`config.mk`:
```
export PLATFORM = sky130hd
export DESIGN_NAME = serial_bank_switch_mapper_unit
export DESIGN_NICKNAME = d
export VERILOG_FILES = /design/src/rtl/sbsm_pkg.sv /design/src/rtl/serial_bank_switch_mapper_unit.sv
export SDC_FILE = /design/constraint.sdc
export NUM_CORES = 1
export LEC_CHECK = 0
export BUFFER_PORTS_ARGS = -buffer_cell sky130_fd_sc_hd__buf_2
export CORE_MARGIN = 2
export CORE_UTILIZATION = 34
export CTS_CLUSTER_DIAMETER = 30
export DETAILED_ROUTE_END_ITERATION = 10
export PLACE_DENSITY = 0.5
export SYNTH_ARGS = -nofsm -noshare
export SYNTH_HDL_FRONTEND = slang
export SYNTH_SLANG_ARGS = --single-unit
```
`constraint.sdc`:
```
create_clock -name clk -period 8.15 [get_ports clk]
set_input_delay 0 -clock clk [delete_from_list [all_inputs] [get_ports clk]]
set_output_delay 0 -clock clk [all_outputs]
set_load 0.05 [all_outputs]
```
`src/rtl/sbsm_pkg.sv`:
```
package sbsm_pkg;

	localparam int PRG_ADDR_BITS = 19;
	localparam int CHR_ADDR_BITS = 17;
	localparam int PRG_LOG2_MIN  = 14;
	localparam int CHR_LOG2_MIN  = 13;
	localparam int MEM_ADDR_W    = 19;
	localparam int CLK_W         = 48;
	localparam int CFG_DATA_W    = 5;
	localparam int IN_TDATA_W    = 72;
	localparam int OUT_TDATA_W   = 40;

	// shortest accepted spacing between CPU writes is this plus one
	localparam logic [CLK_W-1:0] WRITE_GAP_MIN = CLK_W'(6);

	typedef enum logic [1:0] {
		REQ_CPU_RD = 2'd0,
		REQ_CPU_WR = 2'd1,
		REQ_PPU_RD = 2'd2,
		REQ_PPU_WR = 2'd3
	} req_t;

	typedef enum logic [2:0] {
		TGT_NONE    = 3'd0,
		TGT_PRG_ROM = 3'd1,
		TGT_PRG_RAM = 3'd2,
		TGT_CHR     = 3'd3,
		TGT_VRAM    = 3'd4
	} target_t;

	typedef enum logic [1:0] {
		CFG_PRG_SIZE_LOG2 = 2'd0,
		CFG_CHR_SIZE_LOG2 = 2'd1,
		CFG_CHR_IS_RAM    = 2'd2,
		CFG_UNUSED        = 2'd3
	} cfg_reg_t;

	// serial register destination, address bits 14:13
	typedef enum logic [1:0] {
		SREG_CONTROL = 2'd0,
		SREG_CHR_LO  = 2'd1,
		SREG_CHR_HI  = 2'd2,
		SREG_PRG     = 2'd3
	} sreg_t;

	// nametable mirroring, control register bits 1:0
	typedef enum logic [1:0] {
		MIRROR_LOWER = 2'd0,
		MIRROR_UPPER = 2'd1,
		MIRROR_VERT  = 2'd2,
		MIRROR_HORIZ = 2'd3
	} mirror_t;

	// all-ones mask of 2^l bytes, l saturated into [lo, hi]
	function automatic logic [MEM_ADDR_W-1:0] size_mask(
		input logic [CFG_DATA_W-1:0] l,
		input int                    lo,
		input int                    hi
	);
		logic [CFG_DATA_W-1:0] c;
		c = l;
		if (c < CFG_DATA_W'(lo))
			c = CFG_DATA_W'(lo);
		if (c > CFG_DATA_W'(hi))
			c = CFG_DATA_W'(hi);
		return ~({MEM_ADDR_W{1'b1}} << c);
	endfunction

endpackage

```
`src/rtl/serial_bank_switch_mapper_unit.sv`:
```
// Channel  Dir  Handshake                     Payload
// s_axis   in   s_axis_tvalid/s_axis_tready   tuser: req_type; tdata: address, write_data, cpu_clock
// m_axis   out  m_axis_tvalid/m_axis_tready   tuser: target; tdata: mem_address, mem_write, ...
// cfg      in   cfg_valid/cfg_ready           cfg_index, cfg_data
//
// An input transaction passes the input register, then the result register.
// One access per cycle sustained while the result is not stalled; the mapper state updates as
// the item leaves the input register, so the following item already sees it.
// arst_n puts the mapper state and config registers at their reset values and clears
// both valid flags.
// A stalled result holds the input register; the input side stalls only once both are full.
module serial_bank_switch_mapper_unit (
	input  logic                                clk,
	input  logic                                arst_n,
	input  logic                                s_axis_tvalid,
	output logic                                s_axis_tready,
	input  logic [sbsm_pkg::IN_TDATA_W-1:0]     s_axis_tdata,  // address, write_data, cpu_clock
	input  logic [1:0]                          s_axis_tuser,  // req_type
	output logic                                m_axis_tvalid,
	input  logic                                m_axis_tready,
	output logic [sbsm_pkg::OUT_TDATA_W-1:0]    m_axis_tdata,  // mem_address, mem_write,
	                                                            // store_data, fixed_data, zero pad
	output logic [2:0]                          m_axis_tuser,  // target
	input  logic                                cfg_valid,
	output logic                                cfg_ready,
	input  logic [1:0]                          cfg_index,
	input  logic [sbsm_pkg::CFG_DATA_W-1:0]     cfg_data
);

	// config, sizes kept as ready-made masks
	logic [sbsm_pkg::PRG_ADDR_BITS-1:0] prg_mask_q;
	logic [sbsm_pkg::CHR_ADDR_BITS-1:0] chr_mask_q;
	logic                               chr_is_ram_q;

	// mapper state
	logic [sbsm_pkg::CLK_W-1:0] last_write_clock_q;
	logic [2:0]                 shift_count_q;
	logic [4:0]                 shift_value_q;
	logic [1:0]                 mirror_mode_q;
	logic                       prg_mode_16k_q;
	logic                       prg_last_fixed_q;
	logic                       chr_mode_4k_q;
	logic [3:0]                 prg_bank_q;
	logic [4:0]                 chr_bank_lo_q;
	logic [4:0]                 chr_bank_hi_q;
	logic                       wram_off_q;

	// input register
	logic                       valid_s1;
	sbsm_pkg::req_t             req_s1;
	logic [15:0]                addr_s1;
	logic [7:0]                 data_s1;
	logic [sbsm_pkg::CLK_W-1:0] clk_s1;

	// result register
	logic                       out_valid_q;
	logic [2:0]                 target_q;
	logic [sbsm_pkg::OUT_TDATA_W-1:0] out_data_q;

	logic advance;

	// next-state and result
	sbsm_pkg::target_t              target_d;
	logic [sbsm_pkg::MEM_ADDR_W-1:0] maddr_d;
	logic                           mw_d;
	logic [7:0]                     fixed_d;
	logic                           wr_taken;   // CPU write passes spacing filter
	logic                           serial_en;
	logic [sbsm_pkg::CLK_W-1:0]     gap;
	logic [17:0]                    prg_raw;
	logic [16:0]                    chr_raw;
	logic                           nt_hi;
	logic [4:0]                     sh_val_next;
	logic [2:0]                     sh_cnt_next;

	assign advance       = valid_s1 && (!out_valid_q || m_axis_tready);
	assign s_axis_tready = !valid_s1 || advance;
	assign cfg_ready     = 1'b1;

	assign m_axis_tvalid = out_valid_q;
	assign m_axis_tuser  = target_q;
	assign m_axis_tdata  = out_data_q;

	always_comb begin
		// PRG ROM window, bank bits concatenated above the offset
		if (prg_mode_16k_q) begin
			if (!addr_s1[14])
				prg_raw = {(prg_last_fixed_q ? prg_bank_q : 4'h0), addr_s1[13:0]};
			else
				prg_raw = {(prg_last_fixed_q ? 4'hF : prg_bank_q), addr_s1[13:0]};
		end else begin
			prg_raw = {prg_bank_q[3:1], addr_s1[14:0]};
		end

		if (chr_mode_4k_q) begin
			chr_raw = {(addr_s1[12] ? chr_bank_hi_q : chr_bank_lo_q), addr_s1[11:0]};
		end else begin
			chr_raw = {chr_bank_lo_q[4:1], addr_s1[12:0]};
		end

		case (sbsm_pkg::mirror_t'(mirror_mode_q))
			sbsm_pkg::MIRROR_LOWER: nt_hi = 1'b0;
			sbsm_pkg::MIRROR_UPPER: nt_hi = 1'b1;
			sbsm_pkg::MIRROR_VERT:  nt_hi = addr_s1[10];
			default:                nt_hi = addr_s1[11];
		endcase

		gap      = clk_s1 - last_write_clock_q;
		wr_taken = 1'b0;
		serial_en = 1'b0;
		target_d = sbsm_pkg::TGT_NONE;
		maddr_d  = '0;
		mw_d     = 1'b0;
		fixed_d  = 8'h00;

		unique case (req_s1) inside
			sbsm_pkg::REQ_CPU_RD: begin
				if (addr_s1[15]) begin
					target_d = sbsm_pkg::TGT_PRG_ROM;
					maddr_d  = sbsm_pkg::MEM_ADDR_W'(prg_raw) & prg_mask_q;
				end else if (addr_s1[14:13] == 2'b11) begin
					if (wram_off_q) begin
						fixed_d = 8'hFF;
					end else begin
						target_d = sbsm_pkg::TGT_PRG_RAM;
						maddr_d  = sbsm_pkg::MEM_ADDR_W'(addr_s1[12:0]);
					end
				end
			end
			sbsm_pkg::REQ_CPU_WR: begin
				if ((addr_s1[15] || addr_s1[14:13] == 2'b11) && gap > sbsm_pkg::WRITE_GAP_MIN) begin
					wr_taken = 1'b1;
					if (!addr_s1[15]) begin
						if (!wram_off_q) begin
							target_d = sbsm_pkg::TGT_PRG_RAM;
							maddr_d  = sbsm_pkg::MEM_ADDR_W'(addr_s1[12:0]);
							mw_d     = 1'b1;
						end
					end else begin
						serial_en = 1'b1;
					end
				end
			end
			sbsm_pkg::REQ_PPU_RD, sbsm_pkg::REQ_PPU_WR: begin
				if (addr_s1[15:13] == 3'b000) begin
					target_d = sbsm_pkg::TGT_CHR;
					maddr_d  = sbsm_pkg::MEM_ADDR_W'(chr_raw & chr_mask_q);
					mw_d     = (req_s1 == sbsm_pkg::REQ_PPU_WR) && chr_is_ram_q;
				end else begin
					target_d = sbsm_pkg::TGT_VRAM;
					maddr_d  = sbsm_pkg::MEM_ADDR_W'({nt_hi, addr_s1[9:0]});
					mw_d     = (req_s1 == sbsm_pkg::REQ_PPU_WR);
				end
			end
			default: ;
		endcase

		sh_val_next = shift_value_q | 5'({4'h0, data_s1[0]} << shift_count_q);
		sh_cnt_next = shift_count_q + 3'd1;
	end

	always_ff @(posedge clk or negedge arst_n) begin
		if (!arst_n) begin
			prg_mask_q   <= sbsm_pkg::size_mask(5'd18, sbsm_pkg::PRG_LOG2_MIN,
				sbsm_pkg::PRG_ADDR_BITS);
			chr_mask_q   <= sbsm_pkg::CHR_ADDR_BITS'(sbsm_pkg::size_mask(5'd13,
				sbsm_pkg::CHR_LOG2_MIN, sbsm_pkg::CHR_ADDR_BITS));
			chr_is_ram_q <= 1'b1;
		end else if (cfg_valid) begin
			case (cfg_index)
				sbsm_pkg::CFG_PRG_SIZE_LOG2:
					prg_mask_q <= sbsm_pkg::size_mask(cfg_data, sbsm_pkg::PRG_LOG2_MIN,
						sbsm_pkg::PRG_ADDR_BITS);
				sbsm_pkg::CFG_CHR_SIZE_LOG2:
					chr_mask_q <= sbsm_pkg::CHR_ADDR_BITS'(sbsm_pkg::size_mask(cfg_data,
						sbsm_pkg::CHR_LOG2_MIN, sbsm_pkg::CHR_ADDR_BITS));
				sbsm_pkg::CFG_CHR_IS_RAM:
					chr_is_ram_q <= cfg_data[0];
				default: ;
			endcase
		end
	end

	always_ff @(posedge clk or negedge arst_n) begin
		if (!arst_n) begin
			last_write_clock_q <= '0;
			shift_count_q      <= '0;
			shift_value_q      <= '0;
			mirror_mode_q      <= '0;
			prg_mode_16k_q     <= 1'b1;
			prg_last_fixed_q   <= 1'b1;
			chr_mode_4k_q      <= 1'b0;
			prg_bank_q         <= '0;
			chr_bank_lo_q      <= '0;
			chr_bank_hi_q      <= '0;
			wram_off_q         <= 1'b1;
		end else if (advance) begin
			if (wr_taken)
				last_write_clock_q <= clk_s1;
			if (serial_en) begin
				if (data_s1[7]) begin
					shift_count_q    <= '0;
					shift_value_q    <= '0;
					prg_mode_16k_q   <= 1'b1;
					prg_last_fixed_q <= 1'b1;
				end else if (sh_cnt_next == 3'd5) begin
					// fifth bit: commit to the register picked by address bits 14:13
					unique case (sbsm_pkg::sreg_t'(addr_s1[14:13]))
						sbsm_pkg::SREG_CONTROL: begin
							chr_mode_4k_q    <= sh_val_next[4];
							prg_mode_16k_q   <= sh_val_next[3];
							prg_last_fixed_q <= sh_val_next[2];
							mirror_mode_q    <= sh_val_next[1:0];
						end
						sbsm_pkg::SREG_CHR_LO: chr_bank_lo_q <= sh_val_next;
						sbsm_pkg::SREG_CHR_HI: chr_bank_hi_q <= sh_val_next;
						sbsm_pkg::SREG_PRG: begin
							prg_bank_q <= sh_val_next[3:0];
							wram_off_q <= sh_val_next[4];
						end
						default: ;
					endcase
					shift_count_q <= '0;
					shift_value_q <= '0;
				end else begin
					shift_count_q <= sh_cnt_next;
					shift_value_q <= sh_val_next;
				end
			end
		end
	end

	// input register
	always_ff @(posedge clk or negedge arst_n) begin
		if (!arst_n)
			valid_s1 <= 1'b0;
		else if (s_axis_tready)
			valid_s1 <= s_axis_tvalid;
	end

	always_ff @(posedge clk) begin
		if (s_axis_tready && s_axis_tvalid) begin
			req_s1  <= sbsm_pkg::req_t'(s_axis_tuser);
			addr_s1 <= s_axis_tdata[15:0];
			data_s1 <= s_axis_tdata[23:16];
			clk_s1  <= s_axis_tdata[71:24];
		end
	end

	// result register
	always_ff @(posedge clk or negedge arst_n) begin
		if (!arst_n)
			out_valid_q <= 1'b0;
		else if (advance)
			out_valid_q <= 1'b1;
		else if (m_axis_tready)
			out_valid_q <= 1'b0;
	end

	always_ff @(posedge clk) begin
		if (advance) begin
			target_q   <= target_d;
			out_data_q <= {4'h0, fixed_d, (mw_d ? data_s1 : 8'h00), mw_d, maddr_d};
		end
	end

endmodule

```
Word level (Yosys, flattened, before mapping)

Cells that the tools add are included.

$add $sub $neg: 2
$lt $le $gt $ge: 5
Eq/ne operators: 11
Shifts and indexed selects: 3
Mux-type cells: 56
Bitwise logic cells: 8
Reductions and logical operators: 29

Operator list:

| operator                                                                          | number |
|---|---|
| 5-bit two-way mux                                                                 | 15 |
| 19-bit case mux with 3 select lines                                               | 1 |
| 13-bit two-way mux                                                                | 4 |
| 48-bit by 3-bit greater-than comparator with 1-bit output (second input constant) | 1 |
| 48-bit subtractor                                                                 | 1 |
| 18-bit two-way mux                                                                | 2 |
| 17-bit two-way mux                                                                | 2 |
| 5-bit AND reduction                                                               | 4 |
| 18-bit by 19-bit AND with 19-bit output                                           | 1 |
| 19-bit two-way mux                                                                | 1 |
| 19-bit NOT                                                                        | 1 |
| 19-bit by 5-bit << shifter with 17-bit output (first input constant)              | 1 |
| 19-bit by 5-bit << shifter with 19-bit output (first input constant)              | 1 |
| 17-bit AND                                                                        | 1 |
| 1-bit two-way mux                                                                 | 17 |
| 17-bit NOT                                                                        | 1 |
| 2-bit == test (second input constant)                                             | 6 |
| 5-bit greater-than comparator (second input constant)                             | 2 |
| 5-bit by 4-bit less-than comparator with 1-bit output (second input constant)     | 2 |
| 2-bit two-way mux                                                                 | 5 |
| 2-bit AND reduction                                                               | 5 |
| 3-bit two-way mux                                                                 | 3 |
| 3-bit case mux with 3 select lines                                                | 1 |
| 2-bit by 1-bit == test with 1-bit output (second input constant)                  | 4 |
| other kinds (18)                                                                  | 32 |

Register bits: 228
Logic and storage cells: 138

Depth between registers and ports, before layout

Gate-level depths: netlist of the first run.

Depth in word-level cells: 10
Mapped depth: 18
Depth with buffers taken out: 15

Least setup slack after synthesis of the first run

No wires, ideal clock.

Kind: register to register
Start point: reg clk_s1[0] (netlist name)
End point: reg last_write_clock_q[10] (netlist name)
Setup time: 0.125 ns
Arrival: 4.018 ns
Data required time: 8.025 ns
Slack: 4.007 ns
Stages on the path, launching flop included: 19
Period minus slack after synthesis: 4.143 ns
Cells stage by stage: edfxtp_1 -> inv_1 -> ha_1 -> inv_1 -> fa_1 -> a21o_1 -> a221oi_1 -> o21ai_1 -> xnor2_1 -> o2111ai_1 -> or4_1 -> nor4_2 -> nand4_2 -> or3_1 -> buf_2 -> and3_4 -> buf_6 -> buf_6 -> mux2_4

Cells in the longest elaborated chain, start to end: 6

RTL lines:

| what                                                      | line                                  | text |
|---|---|---|
| start: declaration                                        | serial_bank_switch_mapper_unit.sv:53  | `logic [sbsm_pkg::CLK_W-1:0] clk_s1;` |
| start signal: assignment                                  | serial_bank_switch_mapper_unit.sv:246 | `clk_s1 <= s_axis_tdata[71:24];` |
| 48-bit subtractor                                         | serial_bank_switch_mapper_unit.sv:108 | `gap = clk_s1 - last_write_clock_q;` |
| 48-bit by 3-bit greater-than comparator with 1-bit output | serial_bank_switch_mapper_unit.sv:131 | `if ((addr_s1[15] \|\| addr_s1[14:13] == 2'b11) && gap > sbsm_pkg::WRITE_GAP_MIN) begin` |
| 1-bit logical AND                                         | serial_bank_switch_mapper_unit.sv:131 |  |
| 1-bit two-way mux                                         | serial_bank_switch_mapper_unit.sv:131 |  |
| 1-bit two-way mux                                         | serial_bank_switch_mapper_unit.sv:116 | `unique case (req_s1) inside` |
| 2-bit AND reduction (no source line)                      | -                                     |  |
| end signal: assignment                                    | serial_bank_switch_mapper_unit.sv:199 | `last_write_clock_q <= clk_s1;` |
| end: declaration                                          | serial_bank_switch_mapper_unit.sv:36  | `logic [sbsm_pkg::CLK_W-1:0] last_write_clock_q;` |

Every way passes these cells.
A chain may end at the register's enable or synchronous reset.

Worst setup path in the final report of the first run

Start point: reg clk_s1[12] (netlist name)
End point: reg last_write_clock_q[45] (netlist name)

The elaborated chain is that of the path after synthesis.

==> results of run 1 <==
## per-stage QoR
step,instances,instance area [um^2]
floorplan,1135,12000
global placement,1655,12900
detailed placement,1655,12900
CTS,1857,15900
global route,1857,15900
finish,1857,15900
## per-layer routing
metal / wire (um) / global-route usage [%]
met1: 15700 / 25.5
met2: 13400 / 25.6
met3: 1450 / 2.91
met4: 702 / 6.86
met5: 0 / 0
## worst max-delay path: cells and delay by family (launching register included)
kind	cells	cell delay [ns]
fa+ha+maj	1	0.42
flops	1	0.39
mux	1	0.41
compound gates	6	1.60
simple gates	4	2.00
## sequential cells by signal, indices dropped and copies added (netlist names)
register	count
addr_s1	16
chr_bank_hi_q	5
chr_bank_lo_q	5
chr_is_ram_q	1
chr_mask_q	17
chr_mode_4k_q	1
clk_s1	48
data_s1	8
last_write_clock_q	48
m_axis_tdata	28
m_axis_tuser	3
m_axis_tvalid	1
mirror_mode_q	2
prg_bank_q	4
prg_last_fixed_q	1
prg_mask_q	18
prg_mode_16k_q	1
req_s1	2
shift_count_q	3
shift_value_q	5
valid_s1	1
wram_off_q	1
## layout make-up
type / count / area [um^2] / area share (%)
Clock buffer: 73 / 1590 / 9.99
Timing Repair Buffer: 223 / 1600 / 10.1
Sequential cell: 219 / 6050 / 38.0
Inverter: 69 / 259 / 1.63
Multi-Input combinational cell: 781 / 5360 / 33.7
Clock inverter: 37 / 470 / 2.96
Tap cell: 455 / 569 / 3.58
## repair_timing
item / CTS / global route
gates resized for setup: 0 / 0
hold buffers: 92 / 0
hold endpoints to repair: 129 / 0
## how the worst max path moves through the flow
stage | to | cells after the start
after floorplan | last_write_clock_q[10] | 18
after global placement | last_write_clock_q[13] | 15
after detailed placement | last_write_clock_q[10] | 15
after CTS | last_write_clock_q[8] | 15
after global routing | last_write_clock_q[40] | 12
final | last_write_clock_q[45] | 12
## logic make-up after synthesis
group	after synthesis	share of synthesized area, %
compound gates	279	15.1
xor+xnor	30	2.19
fa+ha+maj	50	5.29
buf+inv	135	4.94
flops	219	50.5
mux	76	7.71
other cells	2	0.0627
simple gates	340	14.2
## synth_stat cells, types with 6 or more instances
library cell,n
dfrtp_1,79
buf_2,11
mux2_4,20
buf_4,13
nor2b_1,11
o21ai_0,75
nand3_1,24
inv_1,69
nor3_1,20
nor2_1,42
dfstp_2,35
o21bai_1,7
nand2b_1,34
ha_1,49
xnor2_1,18
clkbuf_1,38
xor2_1,12
nand2_1,126
nor4_1,8
mux2i_1,6
a21oi_1,78
a21o_1,11
o21a_1,24
mux2_2,50
nand4_1,31
o211ai_1,9
edfxtp_1,105
and3_1,10
nand3b_1,6
a31oi_1,6
or3_1,7
a211oi_1,8
## where the power goes
| part | internal (mW) | total (mW) | switching [mW] |
|---|---|---|---|
| Combinational | 0.530 | 1.38 | 0.854 |
| Clock | 1.65 | 2.35 | 0.693 |
| Sequential | 1.31 | 1.38 | 0.0731 |
| Total | 3.49 | 5.11 | 1.62 |
==> impl_metrics.env, run 1 <==
export IMPL_cts_buffers=58
export IMPL_crit_start="clk_s1[12]"
export IMPL_drt_iter0_markers=551
export IMPL_wl_per_cell_um=16.8
export IMPL_synth_largest_area_cell="edfxtp_1"
export IMPL_slowest_stage="and3_4"
export IMPL_status="finished, final reports clean"
export IMPL_peakVddDrop_uv=170
export IMPL_min_delay_start="cfg_index[0]"
export IMPL_post_route_util_pct=45.9
export IMPL_synth_edf_count=105
export IMPL_r2r_slack_ns=3.18
export IMPL_num_vias=9360
export IMPL_fin_total_pwr_mw=5.11
export IMPL_cts_root_buf="clkbuf_16"
export IMPL_wirelength_mm=31.2
export IMPL_fin_crit_ns=4.97
export IMPL_clk_latency_ns=0.60
export IMPL_clk_pin_slew_ns=0.04
export IMPL_gp_congestion=0.952
export IMPL_hold_path_class="in2reg"
export IMPL_cp_end_kind="register"
export IMPL_place_ws_ns=3.19
export IMPL_cts_sinks=219
export IMPL_setup_viol=0
export IMPL_maxCapViolCount=0
export IMPL_die_height_um=192
export IMPL_synthTopCellsByArea="edfxtp_1 26%, dfrtp_1 17%, dfstp_2 7.7%"
export IMPL_min_path_cells=3
export IMPL_tightest_slew_ns=1.08
export IMPL_post_cts_repair_setup_buffers=0
export IMPL_clock_skew_ns=0.0333
export IMPL_critPathArrivalTime_ns=5.42
export IMPL_final_cell_mix="126 x nand2_1, 124 x buf_2, 105 x edfxtp_1"
export IMPL_postSynthAreaPerCell_um2=10.6
export IMPL_grt_usage_pct=17.5
export IMPL_final_hold_violation_count=0
export IMPL_portBuffers=125
export IMPL_antenna_found_initial=0
export IMPL_n_antenna_cell=0
export IMPL_htreeDepth=2
export IMPL_placementRows=68
export IMPL_drc_errors=0
export IMPL_finalMaxSlewViolations=0
export IMPL_power_density_mw_per_mm2=321
export IMPL_tns_ns=0
export IMPL_tritoncts="done"
export IMPL_grt_overflow=0
export IMPL_synthToLayoutAreaGrowth_pct=32.8
export IMPL_seq_area_frac_synth_pct=50.5
export IMPL_holdPathEnd="prg_mask_q[13]"
export IMPL_rsz0062_at_grt="false"
export IMPL_crit_required_ns=8.60
export IMPL_crit_type="reg2reg"
export IMPL_max_freq_mhz=201
export IMPL_power_leakage_nw=6.70
export IMPL_syn_cell_area_mm2=0.0120
export IMPL_hpwl_mm=21.4
export IMPL_die_x_um=192
export IMPL_grt_pass1_vias=9438
export IMPL_fin_crit_sh_pct=61.0
export IMPL_synth_seq_cells=219
export IMPL_crit_path_start_kind="register"
export IMPL_via_per_inst=5.04
export IMPL_async_flop_share_pct=52.1
export IMPL_dieArea_mm2=0.0367
export IMPL_clk_path_buf_depth=3
export IMPL_nFillCells=3231
export IMPL_synth_cells=1131
export IMPL_reg2reg_from="clk_s1[12]"
export IMPL_r2r_cells=12
export IMPL_synth_warnings=0
export IMPL_core_area_mm2=0.0346
export IMPL_maxSlewHeadroom_pct=28.2
export IMPL_synth_cell_types=75
export IMPL_fin_nets=1488
export IMPL_rr_endpoint="last_write_clock_q[45]"
export IMPL_worstPathCellList="ha_1, a21oi_1, o21ai_0, nor3_1, a2111oi_2, o21ai_1, a21boi_0, o2111ai_1, nand4bb_1, or3_1, and3_4, mux2_2"
export IMPL_grt_max_degree=75
export IMPL_hold_slack_ns=0.0545
export IMPL_drt_pass1_iterations=5
export IMPL_cpPeakStageDelay_ns=0.86
export IMPL_ios=132
export IMPL_fin_ws_ns=3.18
export IMPL_final_common_cell="nand2_1"
export IMPL_ant_nets=0
export IMPL_yosysTopAreaCellShare_pct=26.3
export IMPL_start_util_pct=34.6
export IMPL_drive_gt1_share_pct=25.4
export IMPL_grt_first_pass_wirelength_mm=50.3
export IMPL_path_max_fanout=48
export IMPL_ys_flop_type="edfxtp_1"
No activity file was read; power rests on OpenSTA's default activity.
==> run 2: changes to the inputs <==
--- a/config.mk
+++ b/config.mk
@@ -10,7 +10,7 @@
 export CORE_UTILIZATION = 34
 export CTS_CLUSTER_DIAMETER = 30
 export DETAILED_ROUTE_END_ITERATION = 10
-export PLACE_DENSITY = 0.5
+export PLACE_DENSITY = 0.52
 export SYNTH_ARGS = -nofsm -noshare
 export SYNTH_HDL_FRONTEND = slang
 export SYNTH_SLANG_ARGS = --single-unit
==> constraint.sdc (replaced) <==
create_clock -name clk -period 4.5 [get_ports clk]
set_input_delay 0 -clock clk [delete_from_list [all_inputs] [get_ports clk]]
set_output_delay 0 -clock clk [all_outputs]
set_load 0.05 [all_outputs]
==> impl_metrics.env, run 2 (synthesis results as in run 1) <==
export IMPL_cts_sinks=219
export IMPL_rsz0062_at_grt="true"
export IMPL_final_hold_violation_count=0
export IMPL_grt_first_pass_wirelength_mm=50.0
export IMPL_crit_required_ns=4.83
export IMPL_final_cell_mix="125 x nand2_1, 124 x buf_2, 105 x edfxtp_1"
export IMPL_ios=132
export IMPL_max_freq_mhz=232
export IMPL_grt_max_degree=77
export IMPL_n_antenna_cell=0
export IMPL_wl_per_cell_um=16.7
export IMPL_portBuffers=125
export IMPL_grt_pass1_vias=9405
export IMPL_crit_path_start_kind="register"
export IMPL_tritoncts="done"
export IMPL_peakVddDrop_uv=396
export IMPL_clk_pin_slew_ns=0.04
export IMPL_hold_path_class="in2reg"
export IMPL_placementRows=68
export IMPL_fin_total_pwr_mw=9.52
export IMPL_reg2reg_from="clk_s1[0]"
export IMPL_drive_gt1_share_pct=26.8
export IMPL_clk_latency_ns=0.59
export IMPL_fin_nets=1504
export IMPL_r2r_slack_ns=0.18
export IMPL_core_area_mm2=0.0346
export IMPL_synthToLayoutAreaGrowth_pct=34.7
export IMPL_crit_type="reg2reg"
export IMPL_drt_iter0_markers=491
export IMPL_htreeDepth=2
export IMPL_fin_crit_sh_pct=95.9
export IMPL_power_leakage_nw=6.80
export IMPL_final_common_cell="nand2_1"
export IMPL_critPathArrivalTime_ns=4.65
export IMPL_drc_errors=0
export IMPL_r2r_cells=16
export IMPL_setup_viol=0
export IMPL_grt_usage_pct=17.2
export IMPL_die_x_um=192
export IMPL_rr_endpoint="m_axis_tdata[9]"
export IMPL_clock_skew_ns=0.0248
export IMPL_wirelength_mm=31.3
export IMPL_clk_path_buf_depth=3
export IMPL_via_per_inst=5.00
export IMPL_cts_root_buf="clkbuf_16"
export IMPL_maxCapViolCount=0
export IMPL_drt_pass1_iterations=8
export IMPL_fin_crit_ns=4.32
export IMPL_hpwl_mm=21.3
export IMPL_antenna_found_initial=0
export IMPL_cts_buffers=56
export IMPL_cp_end_kind="register"
export IMPL_tns_ns=0
export IMPL_status="finished, final reports clean"
export IMPL_crit_start="clk_s1[0]"
export IMPL_ant_nets=0
export IMPL_gp_congestion=0.897
export IMPL_power_density_mw_per_mm2=590
export IMPL_path_max_fanout=12
export IMPL_hold_slack_ns=0.0555
export IMPL_maxSlewHeadroom_pct=32.3
export IMPL_grt_overflow=0
export IMPL_die_height_um=192
export IMPL_tightest_slew_ns=1.02
export IMPL_dieArea_mm2=0.0367
export IMPL_cp_endpoint="m_axis_tdata[9]"
export IMPL_start_util_pct=34.6
export IMPL_finalMaxSlewViolations=0
export IMPL_num_vias=9347
run 2: cell types whose count changed in the layout (fill, tap and decap cells not counted), moves of 3 or more:
cell,change
buf_4,+18
bufinv_16,+6
clkbuf_16,-3
clkbuf_8,-3
clkinv_2,-6
clkinv_4,-4
clkinvlp_4,+5
nand3_1,-3
nand3_2,+3
run 2: layout make-up:
type	instances	area (um^2)
Multi-Input combinational cell	782	5420
Clock buffer	66	1470
Tap cell	455	569
Fill cell	3248	18500
Inverter	69	259
Sequential cell	219	6050
Timing Repair Buffer	240	1730
Clock inverter	40	643
run 2: worst min-delay path by stage:
| stage | from | endpoint | cells past startpoint |
|---|---|---|---|
| floorplan | arst_n | chr_bank_hi_q[0] | 0 |
| global placement | s_axis_tdata[3] | addr_s1[3] | 1 |
| detailed placement | s_axis_tdata[36] | clk_s1[12] | 1 |
| CTS | cfg_index[0] | prg_mask_q[6] | 3 |
| global route | cfg_index[0] | prg_mask_q[11] | 3 |
| finish | cfg_index[0] | prg_mask_q[6] | 3 |
run 2: routing by layer:
metal | up-vias | wire length [um] | track usage [%]
li1 | 4593 | - | -
met1 | 4449 | 15600 | 25.1
met2 | 254 | 13400 | 25.1
met3 | 51 | 1590 | 3.18
met4 | 0 | 743 | 6.48
met5 | - | 0 | 0
run 2: critical path, cell delays in order (launching register included):
cell,delay [ns]
edfxtp_1,0.37
inv_1,0.06
ha_1,0.17
inv_1,0.06
fa_1,0.41
a21o_1,0.22
a221oi_2,0.31
o21ai_2,0.11
xnor2_1,0.17
o2111ai_1,0.12
or4_1,0.53
nor4_4,0.30
nand4_2,0.20
nor3_1,0.42
a21boi_0,0.21
buf_4,0.23
o21a_1,0.20
run 2: report_power, final:
| part | internal [mW] | switching (mW) |
|---|---|---|
| Sequential | 2.37 | 0.137 |
| Combinational | 1.01 | 1.56 |
| Clock | 3.18 | 1.26 |
| Total | 6.56 | 2.96 |
run 2: stage by stage:
stage	setup slack (ns)	std cells	cell area [um^2]	util [%]
final	0.185	1871	16100	46.6
after global routing	-0.0336	1871	16100	46.6
after CTS	0.0112	1869	16100	46.4
after detailed placement	-0.0315	1673	13100	37.7
after global placement	0.104	1673	13100	37.7
after floorplan	0.357	1135	12000	-
run 2: repair_timing:
item                                    in CTS  in global routing
endpoints found under the hold margin      140                  0
endpoints found under the setup margin      29                 78
pin swaps                                    0                  3
cloned                                       0                  1
setup buffers                                0                  1
gates resized for setup                      1                 10
hold buffers                                90                  0
